==> config.mk <==
export PLATFORM = sky130hd
export DESIGN_NAME = open_loop_servo_positioner_top
export DESIGN_NICKNAME = d
export VERILOG_FILES = /design/src/design/osp_pkg.sv /design/src/design/osp_cfg.sv /design/src/design/osp_core.sv /design/src/design/open_loop_servo_positioner_top.sv
export VERILOG_INCLUDE_DIRS = /design/src /design/src/design
export SDC_FILE = /design/constraint.sdc
export NUM_CORES = 2
export LEC_CHECK = 0
export ABC_AREA = 1
export CELL_PAD_IN_SITES_DETAIL_PLACEMENT = 1
export CELL_PAD_IN_SITES_GLOBAL_PLACEMENT = 2
export CORE_UTILIZATION = 43
export DETAILED_ROUTE_END_ITERATION = 7
export DONT_BUFFER_PORTS = 1
export HOLD_SLACK_MARGIN = 0.08
export PLACE_DENSITY_LB_ADDON = 0.2
export SLEW_MARGIN = 40
export SYNTH_ARGS = -nofsm -noshare
export SYNTH_HDL_FRONTEND = slang
export SYNTH_SLANG_ARGS = --single-unit
==> constraint.sdc <==
create_clock -name clk -period 25.7 [get_ports clk]
set_input_delay 5.14 -clock clk [delete_from_list [all_inputs] [get_ports clk]]
set_output_delay 5.14 -clock clk [all_outputs]
set_load 0.1 [all_outputs]
==> src/design/open_loop_servo_positioner_top_assert.svh <==
// Assertion macros for the servo positioner, used by the top-level checks.
`ifndef OPEN_LOOP_SERVO_POSITIONER_TOP_ASSERT_SVH
`define OPEN_LOOP_SERVO_POSITIONER_TOP_ASSERT_SVH

// Same-cycle implication, checked outside reset
`define OSP_ASSERT_NOW(lbl, ante, cons, msg) \
  lbl: assert property (@(posedge clk) disable iff (!rst_n) (ante) |-> (cons)) else $error(msg);

// Next-cycle implication, checked outside reset
`define OSP_ASSERT_NEXT(lbl, ante, cons, msg) \
  lbl: assert property (@(posedge clk) disable iff (!rst_n) (ante) |=> (cons)) else $error(msg);

`endif

==> src/design/osp_pkg.sv <==
`default_nettype none

package osp_pkg;

  // Field and register widths
  localparam int ANGLE_W    = 15;
  localparam int LEVEL_W    = 11;
  localparam int COUNT_W    = 12;
  localparam int PULSE_W    = 11;
  localparam int SWING_W    = 10;
  localparam int SWEEP_W    = 12;
  localparam int STEP_W     = 15;
  localparam int CFG_IDX_W  = 2;
  localparam int CFG_DATA_W = 15;

  // Angle range in hundredths of a degree
  localparam logic [ANGLE_W-1:0] ANGLE_MAX   = 15'd18000;
  localparam logic [ANGLE_W-1:0] ANGLE_RESET = 15'd9000;
  localparam logic [ANGLE_W-1:0] DEADBAND    = 15'd50;

  // Pulse limits in microseconds, and compare level limits
  localparam logic signed [12:0] PULSE_MIN = 13'sd1000;
  localparam logic signed [12:0] PULSE_MAX = 13'sd2000;
  localparam logic [LEVEL_W-1:0] LEVEL_RESET = 11'd1500;
  localparam logic [LEVEL_W-1:0] LEVEL_MAX   = 11'd2047;

  // level = floor(pulse * period / 20000), done as a fixed-point multiply
  localparam longint unsigned PULSE_REF   = 64'd20000;
  localparam int              LEVEL_SHIFT = 26;

  // ticks = floor((mag * sweep + 9000) / 18000), done as mag * (sweep * K) >> 41
  localparam int              RATE_SHIFT = 41;
  localparam longint unsigned RATE_K     = ((64'd1 << RATE_SHIFT) + 64'd17999) / 64'd18000;
  localparam int              RATE_K_W   = 27;
  localparam int              RATE_W     = SWEEP_W + RATE_K_W;

  typedef enum logic [1:0] {
    OP_TICK      = 2'd0,
    OP_SET_ANGLE = 2'd1,
    OP_ROTATE    = 2'd2,
    OP_STOP      = 2'd3
  } osp_op_t;

  typedef enum logic [CFG_IDX_W-1:0] {
    REG_STOP_PULSE  = 2'd0,
    REG_SWING       = 2'd1,
    REG_SWEEP       = 2'd2,
    REG_ROTATE_STEP = 2'd3
  } osp_reg_t;

  typedef struct packed {
    osp_op_t            op;
    logic signed [15:0] goal_cdeg;
    logic               clockwise;
  } osp_in_t;

  typedef struct packed {
    logic [LEVEL_W-1:0] pulse_level;
    logic [ANGLE_W-1:0] angle;
    logic               moving;
    logic [COUNT_W-1:0] remaining_ms;
  } osp_out_t;

  // Settings derived from the registers, handed to the update logic
  typedef struct packed {
    logic [LEVEL_W-1:0] level_stop;
    logic [LEVEL_W-1:0] level_pos;
    logic [LEVEL_W-1:0] level_neg;
    logic [RATE_W-1:0]  tick_rate;
    logic [STEP_W-1:0]  rotate_step;
  } osp_cfg_t;

endpackage

`default_nettype wire

==> src/design/osp_cfg.sv <==
`default_nettype none

module osp_cfg import osp_pkg::*; #(
  parameter int PERIOD_TICKS = 20000
) (
  input  wire logic                  clk,
  input  wire logic                  rst_n,
  input  wire logic                  wr_en,
  input  wire logic [CFG_IDX_W-1:0]  wr_index,
  input  wire logic [CFG_DATA_W-1:0] wr_data,
  output osp_cfg_t                   cfg
);

  // ceil(period * 2^26 / 20000): exact floor for pulses up to 2000 us
  localparam longint unsigned LEVEL_K =
    (64'(PERIOD_TICKS) * (64'd1 << LEVEL_SHIFT) + PULSE_REF - 64'd1) / PULSE_REF;

  logic [PULSE_W-1:0] stop_pulse_r;
  logic [SWING_W-1:0] swing_r;
  logic [SWEEP_W-1:0] sweep_r;
  logic [STEP_W-1:0]  rotate_step_r;

  logic signed [12:0] p_stop;
  logic signed [12:0] p_pos;
  logic signed [12:0] p_neg;
  osp_cfg_t           cfg_nxt;
  osp_cfg_t           cfg_r;

  // clamp to 1000..2000 us, scale to the PWM period, saturate
  function automatic logic [LEVEL_W-1:0] level_of(input logic signed [12:0] p);
    logic [11:0] pc;
    logic [63:0] prod;
    logic [63:0] lvl;
    if (p < PULSE_MIN) begin
      pc = 12'(PULSE_MIN);
    end else if (p > PULSE_MAX) begin
      pc = 12'(PULSE_MAX);
    end else begin
      pc = p[11:0];
    end
    prod = 64'(pc) * LEVEL_K;
    lvl  = prod >> LEVEL_SHIFT;
    return (lvl > 64'(LEVEL_MAX)) ? LEVEL_MAX : lvl[LEVEL_W-1:0];
  endfunction

  // register file
  always_ff @(posedge clk) begin
    if (!rst_n) begin
      stop_pulse_r  <= 11'd1500;
      swing_r       <= 10'd500;
      sweep_r       <= 12'd1200;
      rotate_step_r <= 15'd15;
    end else if (wr_en) begin
      unique case (osp_reg_t'(wr_index))
        REG_STOP_PULSE:  stop_pulse_r  <= wr_data[PULSE_W-1:0];
        REG_SWING:       swing_r       <= wr_data[SWING_W-1:0];
        REG_SWEEP:       sweep_r       <= wr_data[SWEEP_W-1:0];
        REG_ROTATE_STEP: rotate_step_r <= wr_data[STEP_W-1:0];
        default: ;
      endcase
    end
  end

  // derived levels and tick rate, registered behind the register file
  always_comb begin
    p_stop = $signed({2'b00, stop_pulse_r});
    p_pos  = $signed({2'b00, stop_pulse_r}) + $signed({3'b000, swing_r});
    p_neg  = $signed({2'b00, stop_pulse_r}) - $signed({3'b000, swing_r});
    cfg_nxt.level_stop  = level_of(p_stop);
    cfg_nxt.level_pos   = level_of(p_pos);
    cfg_nxt.level_neg   = level_of(p_neg);
    cfg_nxt.tick_rate   = RATE_W'(sweep_r) * RATE_W'(RATE_K);
    cfg_nxt.rotate_step = rotate_step_r;
  end

  always_ff @(posedge clk) begin
    cfg_r <= cfg_nxt;
  end

  assign cfg = cfg_r;

endmodule

`default_nettype wire

==> src/design/osp_core.sv <==
`default_nettype none

module osp_core import osp_pkg::*; (
  input  wire logic     clk,
  input  wire logic     rst_n,
  input  wire logic     advance,
  input  wire osp_in_t  item,
  input  wire osp_cfg_t cfg,
  output osp_out_t      result
);

  localparam int TPROD_W = RATE_W + ANGLE_W + 1;

  logic [ANGLE_W-1:0] angle_r, angle_nxt;
  logic [LEVEL_W-1:0] level_r, level_nxt;
  logic [COUNT_W-1:0] count_r, count_nxt;
  logic               cont_r, cont_nxt;

  logic [ANGLE_W-1:0]  target;
  logic signed [ANGLE_W:0] delta;
  logic [ANGLE_W-1:0]  mag;
  logic [TPROD_W-1:0]  tick_prod;
  logic [COUNT_W-1:0]  ticks;
  logic [ANGLE_W:0]    rot_sum;
  logic [ANGLE_W-1:0]  rot_angle;

  // set-angle arithmetic: clamp, distance, drive length
  always_comb begin
    if (item.goal_cdeg < 16'sd0) begin
      target = '0;
    end else if (item.goal_cdeg > $signed({1'b0, ANGLE_MAX})) begin
      target = ANGLE_MAX;
    end else begin
      target = item.goal_cdeg[ANGLE_W-1:0];
    end
    delta     = $signed({1'b0, target}) - $signed({1'b0, angle_r});
    mag       = (delta < 0) ? ANGLE_W'(-delta) : ANGLE_W'(delta);
    tick_prod = TPROD_W'(mag) * TPROD_W'(cfg.tick_rate)
              + (TPROD_W'(1) << (RATE_SHIFT - 1));
    ticks     = tick_prod[RATE_SHIFT +: COUNT_W];
  end

  // rotate: step the angle, clamped to the travel
  always_comb begin
    rot_sum = {1'b0, angle_r} + {1'b0, cfg.rotate_step};
    if (item.clockwise) begin
      rot_angle = (rot_sum > {1'b0, ANGLE_MAX}) ? ANGLE_MAX : rot_sum[ANGLE_W-1:0];
    end else begin
      rot_angle = (cfg.rotate_step > angle_r) ? '0 : angle_r - cfg.rotate_step;
    end
  end

  // next state per operation
  always_comb begin
    angle_nxt = angle_r;
    level_nxt = level_r;
    count_nxt = count_r;
    cont_nxt  = cont_r;
    unique case (item.op)
      OP_TICK: begin
        if (count_r != '0) begin
          count_nxt = count_r - COUNT_W'(1);
          if (count_r == COUNT_W'(1)) begin
            level_nxt = cfg.level_stop;
          end
        end
      end
      OP_SET_ANGLE: begin
        angle_nxt = target;
        cont_nxt  = 1'b0;
        if (mag < DEADBAND || ticks == '0) begin
          level_nxt = cfg.level_stop;
          count_nxt = '0;
        end else begin
          level_nxt = (delta > 0) ? cfg.level_pos : cfg.level_neg;
          count_nxt = ticks;
        end
      end
      OP_ROTATE: begin
        angle_nxt = rot_angle;
        level_nxt = item.clockwise ? cfg.level_pos : cfg.level_neg;
        count_nxt = '0;
        cont_nxt  = 1'b1;
      end
      OP_STOP: begin
        level_nxt = cfg.level_stop;
        count_nxt = '0;
        cont_nxt  = 1'b0;
      end
      default: ;
    endcase
  end

  always_ff @(posedge clk) begin
    if (!rst_n) begin
      angle_r <= ANGLE_RESET;
      level_r <= LEVEL_RESET;
      count_r <= '0;
      cont_r  <= 1'b0;
    end else if (advance) begin
      angle_r <= angle_nxt;
      level_r <= level_nxt;
      count_r <= count_nxt;
      cont_r  <= cont_nxt;
    end
  end

  // result beat reflects the state after this item
  always_comb begin
    result.pulse_level  = level_nxt;
    result.angle        = angle_nxt;
    result.moving       = (count_nxt != '0) || cont_nxt;
    result.remaining_ms = count_nxt;
  end

endmodule

`default_nettype wire

==> src/design/open_loop_servo_positioner_top.sv <==
`default_nettype none

// Open-loop positioner for a continuous-rotation servo. Each input beat is a
// 1 ms tick, a set-angle, a rotate or a stop, and yields exactly one result
// beat with the PWM compare level, the simulated angle, the moving flag and
// the milliseconds left in a timed drive. One beat is taken every clock
// cycle while in_stall is low. Each beat passes the input register, then
// the result register, the pace being set by the update of the angle,
// level and countdown registers. Output stall holds the result register
// and, once the input register is also full, raises in_stall. Register
// writes reach the derived pulse levels and the drive-length rate through
// a further register, and are meant to be made while no beat is in flight.
// cfg_ready is always high. There is no memory and no clearing pass.

`include "open_loop_servo_positioner_top_assert.svh"

module open_loop_servo_positioner_top import osp_pkg::*; #(
  parameter int PERIOD_TICKS = 20000
) (
  input  wire logic                  clk,
  input  wire logic                  rst_n,
  input  wire logic                  in_valid,
  output logic                       in_stall,
  input  wire osp_in_t               in_data,
  output logic                       out_valid,
  input  wire logic                  out_stall,
  output osp_out_t                   out_data,
  input  wire logic                  cfg_valid,
  output logic                       cfg_ready,
  input  wire logic [CFG_IDX_W-1:0]  cfg_index,
  input  wire logic [CFG_DATA_W-1:0] cfg_data
);

  logic     in_vld_r;
  osp_in_t  in_item_r;
  logic     out_vld_r;
  osp_out_t out_item_r;
  logic     advance;
  osp_cfg_t cfg;
  osp_out_t result;

  assign cfg_ready = 1'b1;

  osp_cfg #(
    .PERIOD_TICKS (PERIOD_TICKS)
  ) u_cfg (
    .clk      (clk),
    .rst_n    (rst_n),
    .wr_en    (cfg_valid && cfg_ready),
    .wr_index (cfg_index),
    .wr_data  (cfg_data),
    .cfg      (cfg)
  );

  osp_core u_core (
    .clk     (clk),
    .rst_n   (rst_n),
    .advance (advance),
    .item    (in_item_r),
    .cfg     (cfg),
    .result  (result)
  );

  // the input beat moves on when the result register is free or draining
  assign advance  = in_vld_r && (!out_vld_r || !out_stall);
  assign in_stall = in_vld_r && !advance;

  // input register
  always_ff @(posedge clk) begin
    if (!rst_n) begin
      in_vld_r <= 1'b0;
    end else if (in_valid && !in_stall) begin
      in_vld_r <= 1'b1;
    end else if (advance) begin
      in_vld_r <= 1'b0;
    end
  end

  always_ff @(posedge clk) begin
    if (in_valid && !in_stall) begin
      in_item_r <= in_data;
    end
  end

  // result register
  always_ff @(posedge clk) begin
    if (!rst_n) begin
      out_vld_r <= 1'b0;
    end else if (advance) begin
      out_vld_r <= 1'b1;
    end else if (!out_stall) begin
      out_vld_r <= 1'b0;
    end
  end

  always_ff @(posedge clk) begin
    if (advance) begin
      out_item_r <= result;
    end
  end

  assign out_valid = out_vld_r;
  assign out_data  = out_item_r;

  // checks
  `OSP_ASSERT_NOW(a_stall_only_when_blocked, in_stall, out_vld_r && out_stall,
                  "input stalled while the result register could drain")
  `OSP_ASSERT_NEXT(a_beat_reaches_result, advance, out_vld_r,
                   "input beat advanced but no result was registered")
  `OSP_ASSERT_NOW(a_countdown_means_moving,
                  out_valid && (out_data.remaining_ms != '0), out_data.moving,
                  "timed drive running but moving is low")
  `OSP_ASSERT_NOW(a_angle_in_travel, out_valid, out_data.angle <= ANGLE_MAX,
                  "angle beyond the travel range")

endmodule

`default_nettype wire
==> results.md <==
* Outcome: complete, no violations
* Achievable Freq at between 0.07 and 0.08 GHz
* Fill cells at slightly above 10000
* Post-synthesis mux area share at 0.000841
* Drt drc at 0
* Hold slack at roughly 0.36 ns
* Port-buffer cells at 0
* Simple-Gate Fraction of Synth Area at 0.190
* Diode count at 0
* Crit path time final at roughly 13 ns
* Vias in the first global route at between 30000 and 40000
* Yosys cell types at 62
* Xor-xnor portion of the synthesized cell area at 0.0213
* Final #Nets at ~5500
* Hold Fails Final Rpt at 0
* First-pass GRT wire length at approximately 180000 um
* Clock latency on the worst-skew pair at about 0.63 ns
* Post-Syn Nets at roughly 5600
* 1st-iter DRT viols at approximately 1600
* Average wire per standard cell at a little over 20 um
* Final ANT Viol Nets at 0
* Hold-fix buffers at CTS at 0
* Final Slew Violations at 0
* CTS tree: yes
* Largest net degree at the start of global routing at 80
* Post-Syn Area at about 36000 um^2
* Post-synth EDFFs at 58
* Top cell type's share of synthesized area at 0.309
* CP arrival at between 10 and 15 ns
* Gr usage total at 0.278
* Origin of the worst min-delay path: u_cfg.rotate_step_r[12]
* Seq cells post-synth at ~230
* Post-CTS Setup Repair Bufs at 0
* Die W at slightly below 300 um
* Compound-Gate Fraction of Synth Area at 0.0814
* R2R Path Start: in_item_r[2]
* FP Rows at 105
* Adder-cell share of the synthesized area at 0.433
* Critical path endpoint category: flip-flop
* Fraction of final layout cells with drive strength greater than 1 at 0.0323
* TNS Setup at 0 ns
* CP peak stage delay at ~0.7 ns
* Final wirelength at roughly 120000 um
* Setup crit start kind: flip-flop
* Die Y at 290 um
* Core area at ~82000 um^2
* Post-synthesis cell count at between 4000 and 5000
* Largest family of logic cells by synthesized area: adder cells
* Max-cap violation count at 0
* Top cells by area, synth: fa_1 31%, ha_1 12%, nand2_1 11%, inv_1 11%, dfxtp_1 9.9%
* Cell mode on critical path: nand2_1
* Max_slew headroom at 0.380
* Initial antenna violation count at 2
* IO Count at between 80 and 90
* CP startpoint: in_item_r[2]
* CTS resizes at 0
* Slowest cell on the critical path: nand2_2
* Worst slew pin tran at 0.920 ns
* Top_reg_cell synth: dfxtp_1
* Asr flop ratio synth at 0
* Crit-path max FO at 27
* Area growth syn-to-layout at 7.62%
* Final setup violation count at 0
* Root buffer cell: clkbuf_16
* Area leader, netlist: fa_1
* Router iterations before antenna repair at 5
* Placer Congestion at between 0.9 and 1
* Dpl hpwl at ~96000 um
* Clk buf depth at 3
* Clock Pin Slew Worst Setup and Hold Paths at 0.06 ns
* Total CTS buffers at 28
* Tightest Hold Check Type: reg -> reg
* RSZ-0062 raised after global routing: no
* Synthesis warning total at 0
* Fin Clk Skew at ~0.069 ns
* Worst Setup Path Type: reg -> reg
* Worst EP required at ~26 ns
* Syn avg cell area at ~7.7 um^2
* Via count at 29700
* Clk sinks at ~230
* Fin util at 0.468
* Initial core utilization at 0.435
* Total gr overflow at 0
* Max H-tree Level at 1
* Tcrit/Tclk final at 0.517
* Die ar. at about 84000 um^2
* Sequential fraction of the synthesis area at 0.147
* Routed vias/inst at about 5.2
kinds of logic after synthesis:
group / count (synthesis)
and+or+nand+nor: 1678
buffers and inverters: 1197
adders and majority gates: 905
AOI/OAI and AO/OA: 517
DFF: 234
xor gates and xnor gates: 86
muxes: 3
other: 1
cell type report:
cell class,count,area (um^2),share of cell area
multi-input cells,3190,26000,0.677
flip-flops and latches,234,5270,0.137
inverters,1054,3960,0.103
well taps,1070,1340,0.0348
repair buffers,55,900,0.0234
clock buffers,39,812,0.0211
clock inverters,12,141,0.00368
worst max-delay path: cells and delay by family (launching register included):
kind / cells / cell delay, ns
AO/OA/AOI/OAI: 10 / 2.61
adder cells (fa/ha/maj): 8 / 3.85
buffers and inverters: 7 / 1.28
XOR/XNOR: 1 / 0.54
AND/OR/NAND/NOR: 26 / 4.28
flip-flops: 1 / 0.41
per-stage QoR:
step	cells	setup WS, ns	area [um^2]
final	5654	12.41	38400
after global routing	5654	11.45	38400
after floorplan	4621	14.01	35700
after global placement	5576	12.36	36800
after CTS	5650	12.21	38300
after detailed placement	5599	12.28	37400
state kept, by name, summed over array words and instances, names as in the netlist:
| register | cells |
|---|---|
| u_core.level_r | 11 |
| u_core.angle_r | 15 |
| u_cfg.sweep_r | 12 |
| u_cfg.rotate_step_r | 15 |
| in_vld_r | 1 |
| u_cfg.cfg | 87 |
| in_item_r | 19 |
| out_data | 39 |
| u_core.count_r | 12 |
| u_core.cont_r | 1 |
| out_valid | 1 |
| u_cfg.stop_pulse_r | 11 |
| u_cfg.swing_r | 10 |
cells in the mapped netlist, types with 5 or more instances:
cell type  instances
a21boi_0           8
a21o_1             9
a21oi_1          209
a221oi_1           5
a22oi_1            8
a31oi_1           11
and2_1             7
buf_1             12
buf_2              9
clkbuf_1         119
clkinv_1           7
dfxtp_1          176
edfxtp_1          58
fa_1             551
ha_1             354
inv_1           1038
inv_2              8
nand2_1         1054
nand2_2           11
nand3_1          155
nand3b_1           7
nand4_1           20
nor2_1           360
nor3_1            29
nor4_1            12
o211ai_1          33
o21a_1             8
o21ai_0          169
o21ai_1           15
o21bai_1          12
o31ai_1            7
or2_2              6
xnor2_1           25
xor2_1            60
worst paths after layout:
kind	to	slack [ns]	cells after the start
worst max-delay path	out_data[12]	12.41	52
worst min-delay path	u_cfg.cfg[12]	0.36	0
worst max register to register	out_data[12]	12.41	52
worst min register to register	u_cfg.cfg[12]	0.36	0
cells in the final DEF (no fill, tap or decap), drive strengths merged, types with 5 or more instances in the layout:
cell type / Yosys / layout
a221oi: 5 / 5
fa: 551 / 551
ha: 354 / 354
a31oi: 11 / 11
nor3: 31 / 31
edfxtp: 58 / 58
o21ai: 186 / 186
nor2: 361 / 361
o21a: 8 / 8
buf: 24 / 52
o31ai: 7 / 7
a21oi: 209 / 209
nand3b: 7 / 7
a21boi: 9 / 9
a21o: 9 / 9
nand2: 1066 / 1066
nand4: 21 / 21
inv: 1046 / 1046
xor2: 60 / 60
or2: 9 / 9
and2: 7 / 7
a22oi: 8 / 8
clkinv: 8 / 15
o21bai: 12 / 12
dfxtp: 176 / 176
xnor2: 26 / 26
nand3: 156 / 156
clkbuf: 119 / 42
o211ai: 33 / 33
nor4: 12 / 12
metal layers:
| layer | vias to the layer above | global-route usage | part of all wire |
|---|---|---|---|
| met2 | 615 | 0.468 | 0.47 |
| li1 | 13900 | - | - |
| met1 | 15000 | 0.374 | 0.45 |
| met5 | - | 0 | 0.00023 |
| met3 | 133 | 0.0444 | 0.054 |
| met4 | 4 | 0.0658 | 0.023 |
Power is not shown: default switching activity piles up to over one toggle a cycle in this logic, so the estimate is an artifact.
